[src/rtl/uvsg_pkg.sv]
package uvsg_pkg;

   // core sizes
   localparam int ANGLE_BITS    = 16;
   localparam int CORDIC_STAGES = 16;
   localparam int DIV_BITS      = 10;

   localparam int FRAC_BITS  = (DIV_BITS < ANGLE_BITS - 1) ? DIV_BITS : ANGLE_BITS - 1;
   localparam int NUM_STAGES = (CORDIC_STAGES < 24) ? CORDIC_STAGES : 24;

   // divider: quotient is at most 2^FRAC_BITS, remainder below twice the divisor
   localparam int CFG_DIV_W = 10;
   localparam int Q_W       = FRAC_BITS + 1;
   localparam int REM_W     = CFG_DIV_W + 1;

   // angle word alignment
   localparam int SH_A = ANGLE_BITS - FRAC_BITS;
   localparam int SH_E = ANGLE_BITS - 1 - FRAC_BITS;
   localparam int SH_T = 32 - ANGLE_BITS;

   // cordic datapath, Q2.30 with headroom
   localparam int XY_W  = 34;
   localparam int Z_W   = 33;
   localparam int STG_W = 5;
   localparam logic signed [XY_W-1:0] CORDIC_X0 = 34'sh0_26DD_3B6A;

   // register map
   localparam logic [1:0] REG_RADIUS  = 2'd0;
   localparam logic [1:0] REG_COLUMNS = 2'd1;
   localparam logic [1:0] REG_ROWS    = 2'd2;

   localparam logic [15:0] RADIUS_RESET  = 16'd256;
   localparam logic [9:0]  COLUMNS_RESET = 10'd16;
   localparam logic [9:0]  ROWS_RESET    = 10'd16;

   typedef struct packed {
      logic [19:0] vidx;
      logic        starts_cell;
      logic        oor;
   } side_type;

   typedef struct packed {
      side_type         side;
      logic [REM_W-1:0] ra;
      logic [REM_W-1:0] re;
      logic [Q_W-1:0]   qa;
      logic [Q_W-1:0]   qe;
   } div_type;

   typedef struct packed {
      logic [1:0]             quad;
      logic signed [XY_W-1:0] x;
      logic signed [XY_W-1:0] y;
      logic signed [Z_W-1:0]  z;
   } cord_lane_type;

   typedef struct packed {
      side_type      side;
      cord_lane_type az;
      cord_lane_type el;
   } cord_type;

   // arctangent of 2^-i as a fraction of a full turn, 32 bits
   function automatic logic [31:0] atan_turn(input logic [STG_W-1:0] i);
      logic [31:0] a;
      case (i)
         5'd0:  a = 32'h2000_0000;
         5'd1:  a = 32'h12E4_051D;
         5'd2:  a = 32'h09FB_385B;
         5'd3:  a = 32'h0511_11D4;
         5'd4:  a = 32'h028B_0D43;
         5'd5:  a = 32'h0145_D7E1;
         5'd6:  a = 32'h00A2_F61E;
         5'd7:  a = 32'h0051_7C55;
         5'd8:  a = 32'h0028_BE53;
         5'd9:  a = 32'h0014_5F2F;
         5'd10: a = 32'h000A_2F98;
         5'd11: a = 32'h0005_17CC;
         5'd12: a = 32'h0002_8BE6;
         5'd13: a = 32'h0001_45F3;
         5'd14: a = 32'h0000_A2F9;
         5'd15: a = 32'h0000_517C;
         5'd16: a = 32'h0000_28BE;
         5'd17: a = 32'h0000_145F;
         5'd18: a = 32'h0000_0A2F;
         5'd19: a = 32'h0000_0517;
         5'd20: a = 32'h0000_028B;
         5'd21: a = 32'h0000_0145;
         5'd22: a = 32'h0000_00A2;
         5'd23: a = 32'h0000_0051;
         default: a = 32'h0000_0000;
      endcase
      return a;
   endfunction

   // round to nearest at bit 15, clamp to +-32767
   function automatic logic signed [15:0] rnd_q15(input logic signed [XY_W-1:0] v);
      logic signed [XY_W-1:0] t;
      logic signed [15:0] r;
      t = (v + 34'sd16384) >>> 15;
      if (t > 34'sd32767)
         r = 16'sd32767;
      else if (t < -34'sd32767)
         r = -16'sd32767;
      else
         r = t[15:0];
      return r;
   endfunction

   // same rounding, clamp to +-65535
   function automatic logic signed [16:0] rnd_pos(input logic signed [XY_W-1:0] v);
      logic signed [XY_W-1:0] t;
      logic signed [16:0] r;
      t = (v + 34'sd16384) >>> 15;
      if (t > 34'sd65535)
         r = 17'sd65535;
      else if (t < -34'sd65535)
         r = -17'sd65535;
      else
         r = t[16:0];
      return r;
   endfunction

endpackage

[src/rtl/uvsg_cordic_cell.sv]
module uvsg_cordic_cell
   import uvsg_pkg::*;
(
   input  logic             clock,
   input  logic             reset,
   input  logic [STG_W-1:0] stage_idx,
   input  logic             in_valid,
   input  cord_type         in_data,
   output logic             in_ready,
   output logic             out_valid,
   output cord_type         out_data,
   input  logic             out_ready
);

   logic     valid_ff, valid_in;
   cord_type data_ff, data_in;

   function automatic cord_lane_type rotate(input cord_lane_type l,
                                            input logic [STG_W-1:0] s);
      logic signed [XY_W-1:0] x, y, dx, dy;
      logic signed [Z_W-1:0]  z, a;
      cord_lane_type          o;
      x  = l.x;
      y  = l.y;
      z  = l.z;
      dx = y >>> s;
      dy = x >>> s;
      a  = $signed({1'b0, atan_turn(s)});
      o  = l;
      // zero residual counts as positive
      if (!z[Z_W-1]) begin
         o.x = x - dx;
         o.y = y + dy;
         o.z = z - a;
      end else begin
         o.x = x + dx;
         o.y = y - dy;
         o.z = z + a;
      end
      return o;
   endfunction

   assign in_ready = !valid_ff || out_ready;

   always_comb begin
      data_in      = in_data;
      data_in.az   = rotate(in_data.az, stage_idx);
      data_in.el   = rotate(in_data.el, stage_idx);
      valid_in     = in_ready ? in_valid : valid_ff;
   end

   always_ff @(posedge clock) begin
      if (reset) begin
         valid_ff <= 1'b0;
      end else begin
         valid_ff <= valid_in;
      end
   end

   always_ff @(posedge clock) begin
      if (in_ready && in_valid) begin
         data_ff <= data_in;
      end
   end

   assign out_valid = valid_ff;
   assign out_data  = data_ff;

endmodule

[config.mk]
export PLATFORM = sky130hd
export DESIGN_NAME = uvsg_cordic_cell
export DESIGN_NICKNAME = d
export VERILOG_FILES = /design/src/rtl/uvsg_pkg.sv /design/src/rtl/uvsg_cordic_cell.sv
export SDC_FILE = /design/constraint.sdc
export NUM_CORES = 1
export LEC_CHECK = 0
export BUFFER_PORTS_ARGS = -buffer_cell sky130_fd_sc_hd__buf_2
export CAP_MARGIN = 20
export CORE_UTILIZATION = 30
export DETAILED_ROUTE_END_ITERATION = 6
export GPL_TIMING_DRIVEN = 1
export SYNTH_ARGS = -nofsm -noshare
export SYNTH_HDL_FRONTEND = slang
export SYNTH_SLANG_ARGS = --single-unit
[constraint.sdc]
create_clock -name clock -period 9 [get_ports clock]
set_input_delay 0.45 -clock clock [delete_from_list [all_inputs] [get_ports clock]]
set_output_delay 0.45 -clock clock [all_outputs]
set_load 0.02 [all_outputs]
# Yosys cells after proc, flatten, opt, wreduce, memory -nomap -nowiden
# Memory sizes are Yosys's and may differ from the RTL's.
# Cells that the tools add are included.
# W data, S select, Z words.
# word_totals
regBits,229
romBits,1920
output_inout_bits,230
wordCells,35
mem_count,2
# op_classes
add_sub_neg,12
shift,4
mux,2
n_reduce_logical,3
# memory_table
name,words,width,rd,rd_clocked_by_memory_dff,write_ports,line,source
(no name shown),32,30,1,0,0,uvsg_pkg.sv:66,case (i)
(no name shown),32,30,1,0,0,uvsg_pkg.sv:66,
# op_table
cell,count
$mux W101,2
$add A34 B34 Y34,4
$sshr A34 B5 Y34,4
$sub A34 B34 Y34,4
$add A33 B33 Y33,2
$sub A33 B33 Y33,2
$logic_and A1 B1 Y1,1
$logic_not A1 Y1,1
$logic_or A1 B1 Y1,1

# Longest topological paths before layout
# depth
ltp_word,3
mapped_depth,32
mapped_depth_nobuf,26

# Worst setup path after synthesis
# No wires, ideal clock.
# synth_path
path_kind,input to register
from,input out_ready
to,"register data_ff, in the netlist out_data[0], enable pin"
t_arrival_ns,5.933
required_ns,8.384
slack_ns,2.450
cell_stages,2
path_buffers,0
path_cell_list,nand2b_1 and2_1
# synth_between
elab_chain_cells,2
# synth_lines
item,line,source
start: declaration,uvsg_cordic_cell.sv:12,input logic out_ready
$logic_or A1 B1 Y1,uvsg_cordic_cell.sv:43,assign in_ready = !valid_ff || out_ready;
$logic_and A1 B1 Y1,uvsg_cordic_cell.sv:61,if (in_ready && in_valid) begin
end signal: assignment,uvsg_cordic_cell.sv:62,data_ff <= data_in;
end: declaration,uvsg_cordic_cell.sv:16,"cord_type data_ff, data_in;"
# Every way passes these cells.
# A chain may end at the register's enable or synchronous reset.

==> run_results.csv <==
group,metric,value,unit
global_routing,grtUsageTotal,0.237,
pwr,switching_share,0.423,
clocking,clk_path_buf_depth,3,
clocking,path_clk_slew,0.06,ns
pwr,leakage,14.5,nW
job,drv_cap,0,
synth,yosys.area_share.simple,0.143,
global_routing,grt_max_degree,135,
synth,yosysSeqAreaShare,0.223,
synth,synth-seq-cells,229,
synth,yosys_warnings,0,
synth,yosysTopAreaCell,"edfxtp_1",
setup_path,reg2reg_from,"out_valid",
pwr,pwr-share-comb,0.528,
placed_design,gp_congestion,0.987,
final_layout,drive_gt1_frac,0.226,
setup_path,arrival,7.18,ns
final_layout,nets,4165,
setup_path,worstSetupPathType,"input pin to register",
routing,drc,18,
synth,synthAdderAreaFrac,0.0877,
setup_path,cp_cell_sequence,"buf_6 -> inv_2 -> nand2_1 -> o221ai_1 -> nand3_1 -> nor4b_2 -> nor2b_1 -> nor2_1 -> xor2_1 -> ha_1 -> a211o_1 -> a21oi_1 -> nand4_1 -> o211a_1 -> a2111oi_0 -> a21oi_1 -> a2111oi_0 -> o21bai_1 -> a21oi_1 -> xnor2_1",
synth,syn_nets,3785,
synth,syn_area,30800,um2
synth,synth_xor_area_frac,0.0903,
worst_hold_path,hp-class,"input pin to register",
clocking,root_buffer,"clkbuf_16",
placed_design,dp_hpwl,99.9,mm
global_routing,antenna_found_initial,31,
setup_path,critPathBufInv,2,
placed_design,io_buffers,466,
synth,synth_cell_type_count,103,
pwr,pwr-share-seq,0.257,
timing,whs,0.0917,ns
placed_design,dpl_cell_area,34300,um2
floorplanning,num_rows,117,
synth,synthMuxAreaShare,0.191,
synth,synth.area.top_cells,"edfxtp_1 22%, mux4_2 12%, ha_1 8.4%, xnor2_1 6.2%, a21oi_1 5.0%",
floorplanning,die_area,104000,um2
setup_path,cp_slowest_cell,"inv_2",
timing,period_share,0.758,
timing,worst_clock_skew,0.0102,ns
clocking,htree_levels,1,
synth,avgSynthCellArea,9.22,um2
routing,viasPerCell,5.87,
final_layout,n_fill_cell,10500,
routing,vias,30000,
clocking,cts_buffers,29,
timing,drv_slew,0,
timing,finalSetupTns,0,ns
synth,synth_top_area_share,0.223,
synth,syn_inst,3336,
setup_path,cpPeakStageDelay,0.78,ns
setup_path,critPathMaxFanout,88,
routing,ant_nets,0,
floorplanning,core,102000,um2
worst_hold_path,holdCritStartpoint,"in_valid",
global_routing,grt_pass1_wl,187,mm
clocking,cts_tree,"yes",
setup_path,crit_start,"stage_idx[2]",
floorplanning,initial_core_util,0.302,
floorplanning,die_w,322,um
pwr,power.internal,3.55,mW
timing,timing.final.hold_violations,0,
timing,max_freq,147,MHz
synth,synth_compound_area_frac,0.223,
global_routing,grt_pass1_vias,28500,
routing,wl,129,mm
setup_path,cp_common_cell,"a21oi_1",
setup_path,crit_path_start_kind,"input pin",
pwr,vdd_ir_drop_max,0.149,mV
synth,async_flop_share,0,
synth,synth_top_family_by_area,"compound AO/OA/AOI/OAI gates",
routing,dr.pass1.iters,7,
routing,post_drt_wl_per_cell,25.1,um
floorplanning,ios,467,
synth,synth_edf_count,228,
synth,synth_flop_cell,"edfxtp_1",
timing,relSlewSlack,0.301,
final_layout,final_area,35600,um2
timing,layout_min_cycle_time,6.82,ns
clocking,clock_sinks,229,
global_routing,grt.overflow.total,0,
run_status,violations,"design-rule violations",
timing,setup_violations,0,
setup_path,crit_family,"compound AO/OA/AOI/OAI gates",
timing,rsz0062_at_grt,"false",
pwr,p_clk_frac,0.215,
routing,dr.first_iter.drc_count,3557,
pwr,netSwitchingPower,2.60,mW
floorplanning,die_y,322,um
pwr,powerDensity,173,nW/um2
setup_path,critPathRequiredTime,9.36,ns
final_layout,syn_to_final_growth,15.8,%
run_status,status,"complete, but fails checks",
clocking,clkLatencyLatePin,0.61,ns
setup_path,endpoint_kind,"register",
timing,worst_pin_slew,1.05,ns
-- worst reg2reg max path, stage by stage (launching register included) --
cell and delay [ns]:
dfxtp_1 0.31, nand2b_1 0.11, and2_4 0.46, buf_12 0.52
-- metrics by stage --
| stage | cells | total power [mW] | setup slack, ns | utilization |
|---|---|---|---|---|
| after global placement | 5026 | 4.80 | 1.73 | 0.337 |
| after CTS | 5106 | 6.19 | 2.37 | 0.350 |
| after floorplan | 3336 | 3.84 | 2.45 | - |
| after detailed placement | 5026 | 4.80 | 1.72 | 0.337 |
| after global routing | 5113 | 6.52 | 1.63 | 0.350 |
| final | 5119 | 6.16 | 2.18 | 0.350 |
-- synthesized netlist by cell type (all sizes together) (53+ instances only) --
cell type  number
a21oi         308
nor2          269
nand2         265
edfxtp        228
xnor2         218
ha            206
mux4          167
o21ai         163
mux2i         130
a21o          104
buf           101
xor2           99
inv            90
clkbuf         81
mux2           70
nand3          61
nor2b          53
-- power by group through the flow --
stage | combinational, mW | sequential [mW] | clock (mW)
2_1_floorplan | 1.95 | 1.89 | 0
3_3_place_gp | 3.19 | 1.60 | 0
3_5_place_dp | 3.19 | 1.60 | 0
4_1_cts | 3.22 | 1.59 | 1.37
5_1_grt | 3.52 | 1.60 | 1.40
6_report | 3.25 | 1.58 | 1.33
-- per-layer routing --
layer	global-route usage	routed length [um]	vias up
met2	0.374	57100	1608
met1	0.311	52700	14500
met4	0.0885	5130	30
met5	0	183	-
li1	-	-	13600
met3	0.0608	13500	309
-- final cells by class --
class	instances	area [um2]	share of cell area
diodes	13	32.5	0.000913
clock inverters	23	323	0.00906
clock buffers	30	729	0.0205
inverters	90	338	0.00948
multi-input cells	2835	22600	0.636
repair buffers	531	2980	0.0837
flip-flops and latches	229	6870	0.193
well taps	1368	1710	0.0481
-- worst paths after layout --
path,to,slack (ns),depth (start not counted)
setup / recovery,out_data[168],2.18,20
hold / removal,out_valid,0.09,3
setup reg to reg,out_data[33],6.92,3
hold reg to reg,out_valid,0.53,2
-- sequential cells by signal (all words and copies together) (netlist names) --
signal,count
out_data,228
out_valid,1
-- placed cells by master, fill, tap and decap left out, types with 14 or more instances in the layout --
cell type,count
a211o_1,20
o21a_1,44
and2_1,24
o21bai_1,28
or3_1,14
and3_1,29
nand2b_1,41
nor2_1,265
nor2b_1,51
nor3_1,40
a21boi_0,14
mux2_2,57
a211oi_1,31
nand3_1,59
nand4_1,21
edfxtp_1,228
nand2_1,265
dlygate4sd3_1,27
mux2i_1,129
a22oi_1,29
a21o_1,104
inv_1,85
o21ai_0,154
a221oi_1,17
o22ai_1,45
buf_4,36
ha_1,206
a31oi_1,48
buf_2,460
o211ai_1,24
xor2_1,99
a21oi_1,306
mux4_2,161
xnor2_1,218
clkbuf_16,29
-- cells by family (layout without fill, tap and decap cells) --
| family | Yosys count | after routing |
|---|---|---|
| and+or+nand+nor | 904 | 904 |
| AOI/OAI and AO/OA | 1035 | 1035 |
| adders and majority gates | 212 | 212 |
| buffers and inverters | 272 | 674 |
| xor gates and xnor gates | 317 | 317 |
| DFF | 229 | 229 |
| muxes | 367 | 367 |
| other | 0 | 13 |
-- repair_timing --
action                                 4_1_cts  5_1_grt
buffers inserted                             0        0
endpoints found under the hold margin       27        0
resized for setup                            0        0
hold buffers                                27        0
No activity file was read; power rests on OpenSTA's default activity.
