<file path="config.mk">
export PLATFORM = sky130hd
export DESIGN_NAME = uvsg_div_cell
export DESIGN_NICKNAME = d
export VERILOG_FILES = /design/src/rtl/uvsg_pkg.sv /design/src/rtl/uvsg_div_cell.sv
export SDC_FILE = /design/constraint.sdc
export NUM_CORES = 1
export LEC_CHECK = 0
export BUFFER_PORTS_ARGS = -buffer_cell sky130_fd_sc_hd__buf_4
export CORE_MARGIN = 2
export CORE_UTILIZATION = 50
export CTS_CLUSTER_DIAMETER = 100
export DETAILED_ROUTE_END_ITERATION = 8
export GPL_TIMING_DRIVEN = 0
export PLACE_DENSITY = 0.86
export SLEW_MARGIN = 10
export SYNTH_ARGS = -nofsm -noshare
export SYNTH_HDL_FRONTEND = slang
export SYNTH_SLANG_ARGS = --single-unit
</file>
<file path="constraint.sdc">
create_clock -name clock -period 3.7 [get_ports clock]
set_input_delay 0.185 -clock clock [delete_from_list [all_inputs] [get_ports clock]]
set_output_delay 0.185 -clock clock [all_outputs]
set_load 0.01 [all_outputs]
</file>
<file path="src/rtl/uvsg_pkg.sv">
package uvsg_pkg;

   // core sizes
   localparam int ANGLE_BITS    = 16;
   localparam int CORDIC_STAGES = 16;
   localparam int DIV_BITS      = 10;

   localparam int FRAC_BITS  = (DIV_BITS < ANGLE_BITS - 1) ? DIV_BITS : ANGLE_BITS - 1;
   localparam int NUM_STAGES = (CORDIC_STAGES < 24) ? CORDIC_STAGES : 24;

   // divider: quotient is at most 2^FRAC_BITS, remainder below twice the divisor
   localparam int CFG_DIV_W = 10;
   localparam int Q_W       = FRAC_BITS + 1;
   localparam int REM_W     = CFG_DIV_W + 1;

   // angle word alignment
   localparam int SH_A = ANGLE_BITS - FRAC_BITS;
   localparam int SH_E = ANGLE_BITS - 1 - FRAC_BITS;
   localparam int SH_T = 32 - ANGLE_BITS;

   // cordic datapath, Q2.30 with headroom
   localparam int XY_W  = 34;
   localparam int Z_W   = 33;
   localparam int STG_W = 5;
   localparam logic signed [XY_W-1:0] CORDIC_X0 = 34'sh0_26DD_3B6A;

   // register map
   localparam logic [1:0] REG_RADIUS  = 2'd0;
   localparam logic [1:0] REG_COLUMNS = 2'd1;
   localparam logic [1:0] REG_ROWS    = 2'd2;

   localparam logic [15:0] RADIUS_RESET  = 16'd256;
   localparam logic [9:0]  COLUMNS_RESET = 10'd16;
   localparam logic [9:0]  ROWS_RESET    = 10'd16;

   typedef struct packed {
      logic [19:0] vidx;
      logic        starts_cell;
      logic        oor;
   } side_type;

   typedef struct packed {
      side_type         side;
      logic [REM_W-1:0] ra;
      logic [REM_W-1:0] re;
      logic [Q_W-1:0]   qa;
      logic [Q_W-1:0]   qe;
   } div_type;

   typedef struct packed {
      logic [1:0]             quad;
      logic signed [XY_W-1:0] x;
      logic signed [XY_W-1:0] y;
      logic signed [Z_W-1:0]  z;
   } cord_lane_type;

   typedef struct packed {
      side_type      side;
      cord_lane_type az;
      cord_lane_type el;
   } cord_type;

   // arctangent of 2^-i as a fraction of a full turn, 32 bits
   function automatic logic [31:0] atan_turn(input logic [STG_W-1:0] i);
      logic [31:0] a;
      case (i)
         5'd0:  a = 32'h2000_0000;
         5'd1:  a = 32'h12E4_051D;
         5'd2:  a = 32'h09FB_385B;
         5'd3:  a = 32'h0511_11D4;
         5'd4:  a = 32'h028B_0D43;
         5'd5:  a = 32'h0145_D7E1;
         5'd6:  a = 32'h00A2_F61E;
         5'd7:  a = 32'h0051_7C55;
         5'd8:  a = 32'h0028_BE53;
         5'd9:  a = 32'h0014_5F2F;
         5'd10: a = 32'h000A_2F98;
         5'd11: a = 32'h0005_17CC;
         5'd12: a = 32'h0002_8BE6;
         5'd13: a = 32'h0001_45F3;
         5'd14: a = 32'h0000_A2F9;
         5'd15: a = 32'h0000_517C;
         5'd16: a = 32'h0000_28BE;
         5'd17: a = 32'h0000_145F;
         5'd18: a = 32'h0000_0A2F;
         5'd19: a = 32'h0000_0517;
         5'd20: a = 32'h0000_028B;
         5'd21: a = 32'h0000_0145;
         5'd22: a = 32'h0000_00A2;
         5'd23: a = 32'h0000_0051;
         default: a = 32'h0000_0000;
      endcase
      return a;
   endfunction

   // round to nearest at bit 15, clamp to +-32767
   function automatic logic signed [15:0] rnd_q15(input logic signed [XY_W-1:0] v);
      logic signed [XY_W-1:0] t;
      logic signed [15:0] r;
      t = (v + 34'sd16384) >>> 15;
      if (t > 34'sd32767)
         r = 16'sd32767;
      else if (t < -34'sd32767)
         r = -16'sd32767;
      else
         r = t[15:0];
      return r;
   endfunction

   // same rounding, clamp to +-65535
   function automatic logic signed [16:0] rnd_pos(input logic signed [XY_W-1:0] v);
      logic signed [XY_W-1:0] t;
      logic signed [16:0] r;
      t = (v + 34'sd16384) >>> 15;
      if (t > 34'sd65535)
         r = 17'sd65535;
      else if (t < -34'sd65535)
         r = -17'sd65535;
      else
         r = t[16:0];
      return r;
   endfunction

endpackage

</file>
<file path="src/rtl/uvsg_div_cell.sv">
module uvsg_div_cell
   import uvsg_pkg::*;
(
   input  logic                 clock,
   input  logic                 reset,
   input  logic [CFG_DIV_W-1:0] div_a,
   input  logic [CFG_DIV_W-1:0] div_e,
   input  logic                 in_valid,
   input  div_type              in_data,
   output logic                 in_ready,
   output logic                 out_valid,
   output div_type              out_data,
   input  logic                 out_ready
);

   logic             valid_ff, valid_in;
   div_type          data_ff, data_in;
   logic             ge_a, ge_e;
   logic [REM_W-1:0] sub_a, sub_e;

   assign in_ready = !valid_ff || out_ready;

   // one restoring step on both lanes
   always_comb begin
      ge_a  = in_data.ra >= {1'b0, div_a};
      ge_e  = in_data.re >= {1'b0, div_e};
      sub_a = ge_a ? in_data.ra - {1'b0, div_a} : in_data.ra;
      sub_e = ge_e ? in_data.re - {1'b0, div_e} : in_data.re;
      data_in      = in_data;
      data_in.ra   = {sub_a[REM_W-2:0], 1'b0};
      data_in.re   = {sub_e[REM_W-2:0], 1'b0};
      data_in.qa   = {in_data.qa[Q_W-2:0], ge_a};
      data_in.qe   = {in_data.qe[Q_W-2:0], ge_e};
      valid_in     = in_ready ? in_valid : valid_ff;
   end

   always_ff @(posedge clock) begin
      if (reset) begin
         valid_ff <= 1'b0;
      end else begin
         valid_ff <= valid_in;
      end
   end

   always_ff @(posedge clock) begin
      if (in_ready && in_valid) begin
         data_ff <= data_in;
      end
   end

   assign out_valid = valid_ff;
   assign out_data  = data_ff;

endmodule

</file>
Yosys cells after proc, flatten, opt, wreduce, memory -nomap -nowiden:

Cells that the tools add are included.

* $add $sub $neg: 2
* multipliers: 0
* div/mod/pow operators: 0
* magnitude comparators: 2
* eq/ne operators: 0
* shift operators: 0
* muxes and demuxes: 2
* bitwise logic cells: 0
* reductions and logical operators: 3

Operators by type and width (count)
* >= comparator 11 x 10 -> 1 bit: 2
* two-way mux 10 bit: 2
* subtractor 10 bit: 2
* logical AND 1 bit: 1
* zero test 1 bit: 1
* logical OR 1 bit: 1

* register bits after elaboration: 65
* latch bits: 0
* bits in writable memories: 0
* bits in read-only memories: 0
* input port bits: 90
* output and inout port bits: 68
* memories: 0

Longest topological paths before layout:

Gate-level depths: netlist of run 1.

* depth in word-level cells: 3
* depth in mapped cells: 9
* mapped depth without buffers: 9

Least setup slack after synthesis of run 1:

Ideal clock, no wire load.

* kind: register -> register
* start point: register valid_ff, in the netlist out_valid
* end point: register data_ff (netlist bit out_data[0]) (enable)
* library setup time: 429 ps
* data arrival time: 2027 ps
* required time: 3271 ps
* slack: 1244 ps
* cell stages (with the launch flop): 3
* cells stage by stage: dfxtp_1 -> nand2b_1 -> and2_1

* longest elaborated chain between the ends: 3

RTL lines
* start, declared: RTL line uvsg_div_cell.sv:16 `logic valid_ff, valid_in;`
* start signal, assigned: RTL line uvsg_div_cell.sv:41 `valid_ff <= valid_in;`
* zero test 1 bit: RTL line uvsg_div_cell.sv:21 `assign in_ready = !valid_ff || out_ready;`
* logical OR 1 bit: RTL line uvsg_div_cell.sv:21
* via in_ready: RTL line uvsg_div_cell.sv:10 `output logic in_ready,`
* logical AND 1 bit: RTL line uvsg_div_cell.sv:46 `if (in_ready && in_valid) begin`
* end signal, assigned: RTL line uvsg_div_cell.sv:47 `data_ff <= data_in;`
* end, declared: RTL line uvsg_div_cell.sv:17 `div_type data_ff, data_in;`

The timed path passes the listed nets, and every way through them passes these cells.
A chain may end at the register's enable or synchronous reset.

Worst setup path after layout of run 1:

* start point: input in_data[33] (netlist name)
* end point: register data_ff (netlist bit out_data[42]) (data pin)

* longest elaborated chain between the ends: 2
* elaborated cells on any way between the ends: 3
* those cells by class: add/sub: 1; order compare: 1; mux: 1

RTL lines
* start, declared: RTL line uvsg_div_cell.sv:9 `input div_type in_data,`
* subtractor 10 bit or >= comparator 11 x 10 -> 1 bit (tied branches): RTL line uvsg_div_cell.sv:27, uvsg_div_cell.sv:25
* two-way mux 10 bit (*): RTL line uvsg_div_cell.sv:27 `sub_a = ge_a ? in_data.ra - {1'b0, div_a} : in_data.ra;`
* via sub_a[8]: RTL line uvsg_div_cell.sv:19 `logic [REM_W-1:0] sub_a, sub_e;`

The timed path passes the listed nets; every way through them passes the cells marked *.

==> results of run 1 <==
area by class of cell:
cell class / instances / area [um2]
clock inverters: 6 / 35.03
plain buffers: 2 / 15.01
clock buffers: 10 / 127.6
well taps: 77 / 96.34
inverters: 27 / 111.4
fillers: 433 / 1632
flip-flops and latches: 65 / 1942
multi-input cells: 130 / 1160
repair buffers: 154 / 1159
power by group through the flow:
stage | clock network, mW | registers, mW | logic (mW)
after floorplan | 0 | 0.950 | 0.219
after global placement | 0 | 0.919 | 0.437
after detailed placement | 0 | 0.920 | 0.452
after CTS | 0.524 | 0.904 | 0.455
after global routing | 0.553 | 0.909 | 0.490
final | 0.521 | 0.904 | 0.451
logic make-up after synthesis:
kind of cell | count (synthesis) | synth area share (%)
AO/OA/AOI/OAI | 41 | 9.631
multiplexers | 18 | 7.845
AND/OR/NAND/NOR | 33 | 5.398
buffers and inverters | 29 | 3.922
XOR/XNOR | 14 | 3.806
other | 1 | 0.1164
adder cells (fa/ha/maj) | 22 | 9.010
flip-flops | 65 | 60.27
routing by layer:
layer / part of all wire (%) / wire length (um) / vias to the layer above / track usage [%]
li1: - / - / 1157 / -
met1: 39 / 3166 / 1126 / 28.04
met2: 52 / 4258 / 108 / 40.19
met3: 6.8 / 555 / 9 / 5.310
met4: 1.7 / 142 / 0 / 8.651
met5: 0 / 0 / - / 0
layout by cell type (no fill, tap or decap), types with 7 or more instances in the layout:
cell type,instances
a21oi_1,11
mux2_4,14
clkbuf_8,9
nor2_1,7
edfxtp_1,64
ha_1,20
buf_4,155
inv_1,25
nand2_1,10
xnor2_1,10
sequential cells by signal (all words and copies together) (netlist names):
register and flops:
out_data 64, out_valid 1
worst paths after layout:
kind | to | from | cells past startpoint | slack, ps
hold / removal | out_data[64] | in_data[64] | 1 | 7
setup reg to reg | out_data[39] | out_valid | 2 | 2130
hold reg to reg | out_valid | out_valid | 2 | 590
setup / recovery | out_data[42] | in_data[33] | 10 | 1740
what timing repair did:
item / 4_1_cts / 5_1_grt
setup buffers: 0 / 0
hold buffers: 1 / 0
hold endpoints to repair: 1 / 0
==> flow_metrics.env, run 1 <==
export IMPL_fin_ws_ps=1735
export IMPL_place_ws_ps=1363
export IMPL_final_util_pct=74.01
export IMPL_synthCells=223
export IMPL_grt_pass1_wl_mm=12.45
export IMPL_ys_types=39
export IMPL_num_rows=29
export IMPL_cp_num_buf_inv=3
export IMPL_hp_class="in -> reg"
export IMPL_fmax_ghz=0.5090
export IMPL_pwr_density_cell_nw_per_um2=403.9
export IMPL_core_area_um2=6277
export IMPL_fin_hold_ws_ps=6.690
export IMPL_cts_tree="built"
export IMPL_io_pins=158
export IMPL_overflow=0
export IMPL_worstSetupStartpointType="primary input"
export IMPL_cp_arrival_ps=2070
export IMPL_final_hold_viol_count=0
export IMPL_antenna_found_initial=0
export IMPL_antenna_left=0
export IMPL_via_per_inst=5.096
export IMPL_clkSinkCount=65
export IMPL_slew_viol_final=0
export IMPL_crit_path_top_delay_cell="fa_1"
export IMPL_clkPwrFrac_pct=27.7
export IMPL_numCtsBuffers=9
export IMPL_endpoint_kind="register"
export IMPL_max_slew_margin_pct=44.86
export IMPL_synth_common_cells="edfxtp_1, inv_1, ha_1"
export IMPL_ys_seq_area_share_pct=60.27
export IMPL_p_int_mw=1.376
export IMPL_gp_routability_congestion=0.8336
export IMPL_yosysTopAreaCellShare_pct=59.65
export IMPL_synthFlopType="edfxtp_1"
export IMPL_die_height_um=84.27
export IMPL_maxCapViolations=0
export IMPL_drt_wl_total_mm=8.122
export IMPL_p_switching_mw=0.5008
export IMPL_setup_viol=0
export IMPL_ctsResizeCount=0
export IMPL_rsz0062_at_grt="false"
export IMPL_wl_per_cell_um=17.24
export IMPL_antenna_cells=0
export IMPL_h_tree_depth=3
export IMPL_clkTransAtPathRegs_ps=80
export IMPL_max_slew_worst_pin_slew_ps=827.2
export IMPL_postSynthAreaPerCell_um2=14.45
export IMPL_ys_seq_elements=65
export IMPL_cpLargestDelayFamily="compound AO/OA/AOI/OAI gates"
export IMPL_crit_chain="buf_4, inv_1, ha_1, inv_1, fa_1, a211oi_1, o21bai_1, a221oi_1, xnor2_1, mux2_4"
export IMPL_die_w_um=84.27
export IMPL_drt_iter0_drc=112
export IMPL_min_period_ps=1965
export IMPL_yosysMostFrequentCell="edfxtp_1"
export IMPL_cpPeakStageDelay_ps=420
export IMPL_vias=2400
export IMPL_switching_share_pct=26.69
export IMPL_cts_root_buf="clkbuf_8"
export IMPL_async_reset_ff_share_pct=0
export IMPL_post_route_drc_count=0
export IMPL_clockBufferDepth=2
export IMPL_die_area_um2=7101
export IMPL_final_nets=501
export IMPL_status="finished, final reports clean"
export IMPL_grt_pass1_vias=2346
export IMPL_grt_max_degree=65
export IMPL_clock_latency_ps=340
export IMPL_grt_use_total_pct=23.11
export IMPL_path_class="in -> reg"
export IMPL_pwr_share_comb_pct=24.1
export IMPL_dp_cells=454
export IMPL_tns_ps=0
export IMPL_ir_drop_mv=0.2340
export IMPL_io_buffers=153
export IMPL_cp_common_cell="inv_1"
export IMPL_area_growth_pct=44.19
export IMPL_hpwl_mm=6.242
export IMPL_synth_edf_count=64
export IMPL_min_period_over_period_pct=53.10
export IMPL_synthesis_area_um2=3222
export IMPL_stdcell_count=471
export IMPL_placed_area_um2=4473
export IMPL_cp_required_ps=3800
export IMPL_start_util_pct=51.33
export IMPL_design_power_total_mw=1.876
export IMPL_yosysWarnings=0
export IMPL_firstDrtPassIters=5
export IMPL_synth_area_top_cells="edfxtp_1, ha_1, mux2_4"
export IMPL_drive_gt1_share_pct=49.75
export IMPL_seqPwrFrac_pct=48.2
export IMPL_fin_skew_ps=7.431
export IMPL_final_area_um2=4646
export IMPL_p_leak_nw=2.131
export IMPL_worst_path_max_fanout=3
export IMPL_yosys_area_top_type="edfxtp_1"
No activity file was read; power rests on OpenSTA's default activity.
==> run 2: changes to the inputs <==
--- a/config.mk
+++ b/config.mk
@@ -7,11 +7,11 @@
 export LEC_CHECK = 0
 export BUFFER_PORTS_ARGS = -buffer_cell sky130_fd_sc_hd__buf_4
 export CORE_MARGIN = 2
-export CORE_UTILIZATION = 50
+export CORE_UTILIZATION = 42
 export CTS_CLUSTER_DIAMETER = 100
 export DETAILED_ROUTE_END_ITERATION = 8
 export GPL_TIMING_DRIVEN = 0
-export PLACE_DENSITY = 0.86
+export PLACE_DENSITY = 0.77
 export SLEW_MARGIN = 10
 export SYNTH_ARGS = -nofsm -noshare
 export SYNTH_HDL_FRONTEND = slang
==> constraint.sdc (replaced) <==
create_clock -name clock -period 1.8 [get_ports clock]
set_input_delay 0.09 -clock clock [delete_from_list [all_inputs] [get_ports clock]]
set_output_delay 0.09 -clock clock [all_outputs]
set_load 0.01 [all_outputs]
==> flow_metrics.env, run 2 (synthesis gave the netlist of run 1 again) <==
export IMPL_status="finished, final reports clean"
export IMPL_final_area_um2=5395
export IMPL_placed_area_um2=4697
export IMPL_die_area_um2=8388
export IMPL_fmax_ghz=0.5858
export IMPL_crit_path_top_delay_cell="a211oi_2"
export IMPL_final_hold_viol_count=0
export IMPL_drive_gt1_share_pct=50.92
export IMPL_start_util_pct=43.95
export IMPL_numCtsBuffers=9
export IMPL_io_pins=158
export IMPL_area_growth_pct=67.46
export IMPL_switching_share_pct=23.70
export IMPL_worst_path_max_fanout=8
export IMPL_slew_viol_final=0
export IMPL_antenna_left=0
export IMPL_hpwl_mm=5.687
export IMPL_r2r_start="out_valid"
export IMPL_worstSetupStartpointType="primary input"
export IMPL_grt_use_total_pct=20.84
export IMPL_cp_arrival_ps=1790
export IMPL_post_route_drc_count=0
export IMPL_clock_latency_ps=330
export IMPL_ff2ff_setup_slack_ps=220
export IMPL_fin_hold_ws_ps=63.07
export IMPL_min_period_over_period_pct=94.84
export IMPL_cpPeakStageDelay_ps=360
export IMPL_drt_iter0_drc=80
export IMPL_via_per_inst=4.705
export IMPL_final_common_cell="buf_4"
export IMPL_final_nets=543
export IMPL_cts_root_buf="clkbuf_8"
export IMPL_pwr_density_cell_nw_per_um2=850.9
export IMPL_tns_ps=0
export IMPL_io_buffers=153
export IMPL_endpoint_kind="register"
export IMPL_p_int_mw=3.503
export IMPL_min_delay_start="in_data[29]"
export IMPL_num_rows=31
export IMPL_gp_routability_congestion=0.7781
export IMPL_max_slew_worst_pin_slew_ps=828.5
export IMPL_fin_skew_ps=6.775
export IMPL_overflow=0
export IMPL_setup_viol=0
export IMPL_vias=2522
export IMPL_firstDrtPassIters=4
export IMPL_whs_path_depth=2
export IMPL_hp_class="in -> reg"
export IMPL_reg2reg_depth=2
export IMPL_largest_register_ff_count=64
export IMPL_cp_num_buf_inv=4
export IMPL_antenna_found_initial=0
export IMPL_ir_drop_mv=0.4850
export IMPL_crit_chain="buf_4, inv_1, ha_1, a21oi_2, inv_1, a211oi_2, o21a_4, inv_6, mux2_4"
export IMPL_cp_required_ps=1880
export IMPL_core_area_um2=7331
export IMPL_max_slew_margin_pct=44.77
export IMPL_cp_common_cell="inv_1"
export IMPL_min_to="out_data[30]"
export IMPL_min_period_ps=1707
export IMPL_ctsResizeCount=0
export IMPL_maxCapViolations=0
export IMPL_cts_tree="built"
export IMPL_clockBufferDepth=2
export IMPL_clkPwrFrac_pct=35.9
export IMPL_r2r_end="out_data[56]"
export IMPL_cpLargestDelayFamily="compound AO/OA/AOI/OAI gates"
export IMPL_grt_pass1_wl_mm=13.48
export IMPL_p_leak_nw=2.370
export IMPL_pwr_share_comb_pct=23.6
export IMPL_final_cell_mix="buf_4, edfxtp_1, dlygate4sd3_1, inv_1, mux2_4"
export IMPL_p_switching_mw=1.088
export IMPL_die_w_um=91.59
export IMPL_die_height_um=91.59
export IMPL_path_class="in -> reg"
export IMPL_clkTransAtPathRegs_ps=80
export IMPL_wl_per_cell_um=16.08
export IMPL_grt_max_degree=65
export IMPL_rsz0062_at_grt="false"
export IMPL_seqPwrFrac_pct=40.4
export IMPL_h_tree_depth=3
export IMPL_drt_wl_total_mm=8.621
export IMPL_grt_pass1_vias=2618
export IMPL_clkSinkCount=65
-- run 2: power groups by stage --
stage               Combinational (mW)  Sequential [mW]  Clock, mW
finish                            1.08             1.86       1.65
global route                      1.17             1.87       1.74
global placement                 0.976             1.89          0
floorplan                        0.515             1.95          0
detailed placement               0.999             1.89          0
CTS                               1.08             1.85       1.69
-- run 2: worst register-to-register path, stage by stage (launching register included) --
cell and delay (ps):
dfxtp_1 310, nand2b_1 150, and2_4 730
-- run 2: timing repair --
| action | in CTS | in global routing |
|---|---|---|
| hold buffers | 43 | 0 |
| setup buffers | 0 | 0 |
| endpoints found under the hold margin | 43 | 0 |
| setup endpoints to repair | 0 | 0 |
-- run 2: through the flow --
stage / util [%] / total power, mW / setup slack [ps] / std cells
floorplan: - / 2.466 / 3.076 / 224
global placement: 64.06 / 2.861 / -237.0 / 476
detailed placement: 64.07 / 2.884 / -245.3 / 476
CTS: 73.56 / 4.621 / 119.7 / 535
global route: 73.56 / 4.780 / 27.40 / 535
finish: 73.60 / 4.591 / 92.83 / 536
-- run 2: worst max path at each step --
stage	startpoint	endpoint	slack (ps)	depth (start not counted)
after floorplan	div_a[6]	out_data[36]	3	8
after global placement	div_a[6]	out_data[36]	-240	9
after detailed placement	div_a[6]	out_data[41]	-250	9
after CTS	div_a[6]	out_data[38]	120	9
after global routing	in_data[33]	out_data[42]	30	10
final	div_a[6]	out_data[41]	90	9
-- run 2: final cells by class --
cell class	instances	area [um2]
sequential	65	1942
fill	482	1936
timing repair buffer	196	1579
multi-input combinational	130	1351
clock inverter	7	141.4
clock buffer	9	123.9
tap	99	123.9
inverter	27	116.4
buffer	2	15.01
antenna	1	2.502
-- run 2: layer usage --
metal / global-route usage (%) / wire (um)
met1: 25.42 / 3533
met2: 36.09 / 4392
met3: 4.564 / 564
met4: 7.576 / 131
met5: 0 / 0
==> run 3: changes to the inputs <==
--- a/config.mk
+++ b/config.mk
@@ -5,13 +5,17 @@
 export SDC_FILE = /design/constraint.sdc
 export NUM_CORES = 1
 export LEC_CHECK = 0
+export ABC_AREA = 1
 export BUFFER_PORTS_ARGS = -buffer_cell sky130_fd_sc_hd__buf_4
+export CAP_MARGIN = 0
+export CELL_PAD_IN_SITES_DETAIL_PLACEMENT = 1
+export CELL_PAD_IN_SITES_GLOBAL_PLACEMENT = 1
 export CORE_MARGIN = 2
-export CORE_UTILIZATION = 42
+export CORE_UTILIZATION = 31
 export CTS_CLUSTER_DIAMETER = 100
 export DETAILED_ROUTE_END_ITERATION = 8
 export GPL_TIMING_DRIVEN = 0
-export PLACE_DENSITY = 0.77
+export PLACE_DENSITY_LB_ADDON = 0.1
 export SLEW_MARGIN = 10
 export SYNTH_ARGS = -nofsm -noshare
 export SYNTH_HDL_FRONTEND = slang
==> flow_metrics.env, run 3 <==
export IMPL_status="finished, final reports clean"
export IMPL_endpoint="out_data[31]"
export IMPL_pwr_density_cell_nw_per_um2=834.5
export IMPL_path_class="reg -> reg"
export IMPL_clock_latency_ps=320
export IMPL_slew_viol_final=0
export IMPL_tns_ps=0
export IMPL_die_w_um=110.2
export IMPL_clkTransAtPathRegs_ps=60
export IMPL_cp_required_ps=1820
export IMPL_ctsResizeCount=0
export IMPL_yosysMostFrequentCell="nand2_1"
export IMPL_placed_area_um2=4873
export IMPL_final_hold_viol_count=0
export IMPL_cts_root_buf="clkbuf_16"
export IMPL_gp_routability_congestion=0.7847
export IMPL_dp_cells=641
export IMPL_ff2ff_setup_slack_ps=150
export IMPL_ys_seq_area_share_pct=55.59
export IMPL_synthCells=345
export IMPL_grt_max_degree=27
export IMPL_clockBufferDepth=2
export IMPL_final_common_cell="buf_4"
export IMPL_via_per_inst=4.423
export IMPL_setup_viol=0
export IMPL_synth_area_top_cells="edfxtp_1, nand2_1, ha_1"
export IMPL_hpwl_mm=7.699
export IMPL_cts_tree="built"
export IMPL_grt_use_total_pct=17.66
export IMPL_yosysWarnings=0
export IMPL_stdcell_count=700
export IMPL_antenna_left=0
export IMPL_synth_common_cells="nand2_1, edfxtp_1, inv_1"
export IMPL_worstSetupStartpointType="register"
export IMPL_reg2reg_depth=3
export IMPL_fin_skew_ps=4.717
export IMPL_io_pins=158
export IMPL_max_slew_worst_pin_slew_ps=615.6
export IMPL_core_area_um2=10940
export IMPL_synth_edf_count=64
export IMPL_final_util_pct=51.22
export IMPL_drt_iter0_drc=92
export IMPL_r2r_start="out_valid"
export IMPL_wl_per_cell_um=15.51
export IMPL_die_area_um2=12130
export IMPL_maxCapViolations=0
export IMPL_final_cell_mix="buf_4, nand2_1, edfxtp_1, inv_1, dlygate4sd3_1"
export IMPL_min_period_over_period_pct=91.65
export IMPL_synthFlopType="edfxtp_1"
export IMPL_final_nets=667
export IMPL_final_area_um2=5602
export IMPL_post_route_drc_count=0
export IMPL_postCtsSetupRepairBufs=0
export IMPL_io_buffers=153
export IMPL_yosys_area_top_type="edfxtp_1"
export IMPL_antenna_found_initial=0
export IMPL_rsz0062_at_grt="false"
export IMPL_hp_class="in -> reg"
export IMPL_die_height_um=110.2
export IMPL_h_tree_depth=3
export IMPL_ir_drop_mv=0.3830
export IMPL_synthesis_area_um2=3493
export IMPL_area_growth_pct=60.35
export IMPL_firstDrtPassIters=4
export IMPL_grt_pass1_vias=3179
export IMPL_drive_gt1_share_pct=37.68
export IMPL_ys_seq_elements=65
export IMPL_worst_path_max_fanout=26
export IMPL_yosysTopAreaCellShare_pct=55.01
export IMPL_fmax_ghz=0.6062
export IMPL_p_leak_nw=2.716
export IMPL_antenna_cells=0
export IMPL_postSynthAreaPerCell_um2=10.13
export IMPL_endpoint_kind="register"
export IMPL_grt_pass1_wl_mm=16.01
export IMPL_ctsHoldBuffers=43
export IMPL_r2r_end="out_data[31]"
export IMPL_overflow=0
export IMPL_vias=3096
export IMPL_numCtsBuffers=9
export IMPL_num_rows=38
export IMPL_cp_startpoint="out_valid"
export IMPL_start_util_pct=31.95
export IMPL_max_slew_margin_pct=58.87
export IMPL_ys_types=31
export IMPL_whs_path_depth=3
export IMPL_largest_register_ff_count=64
export IMPL_drt_wl_total_mm=10.86
export IMPL_clkSinkCount=65
export IMPL_async_reset_ff_share_pct=0
export IMPL_cp_arrival_ps=1670
export IMPL_min_period_ps=1650
[run 3: logic make-up after synthesis]
| kind of cell | share of synthesized area (%) |
|---|---|
| simple gates | 23.96 |
| flops | 55.59 |
| buf+inv | 7.665 |
| fa+ha+maj | 8.310 |
| compound gates | 2.865 |
| xor+xnor | 1.504 |
| other cells | 0.1073 |
[run 3: how the worst min path moves through the flow]
stage,from,end,slack [ps]
3_5_place_dp,reset,out_valid,240
3_3_place_gp,reset,out_valid,240
5_1_grt,in_data[35],out_data[36],40
2_1_floorplan,reset,out_valid,150
4_1_cts,in_data[24],out_data[25],30
6_report,in_data[24],out_data[25],40
[run 3: layout make-up]
type,instances,area (um2)
buffer,4,50.05
clock inverter,5,55.05
tap,140,175.2
timing repair buffer,198,1619
clock buffer,11,242.7
multi-input combinational,219,1299
fill,1252,5334
inverter,58,217.7
sequential,65,1943
[run 3: per-layer routing]
metal	track usage [%]	part of all wire, %	up-vias
li1	-	-	1539
met1	22.55	44	1424
met2	29.58	46	127
met3	4.879	8.7	6
met4	4.554	0.78	0
met5	0	0	-
[run 3: through the flow]
step / worst slack, ps / hold WS (ps) / power (mW)
after CTS: 107.7 / 33.37 / 4.740
after detailed placement: 29.10 / 241.8 / 2.882
after global placement: -579.6 / 239.0 / 2.845
after global routing: 48.62 / 44.81 / 4.921
after floorplan: -59.55 / 151.7 / 2.418
final: 150.3 / 43.78 / 4.675
[run 3: worst max-delay path: stages, from the launching register on]
cell and delay (ps):
dfxtp_2 340, a21oi_4 510, buf_12 270, buf_12 210
[run 3: power by group]
group,switching [mW],total (mW),internal (mW),leakage [nW]
clock network,0.640,1.74,1.10,0.142
registers,0.0373,1.86,1.82,0.628
logic,0.544,1.07,0.530,1.95
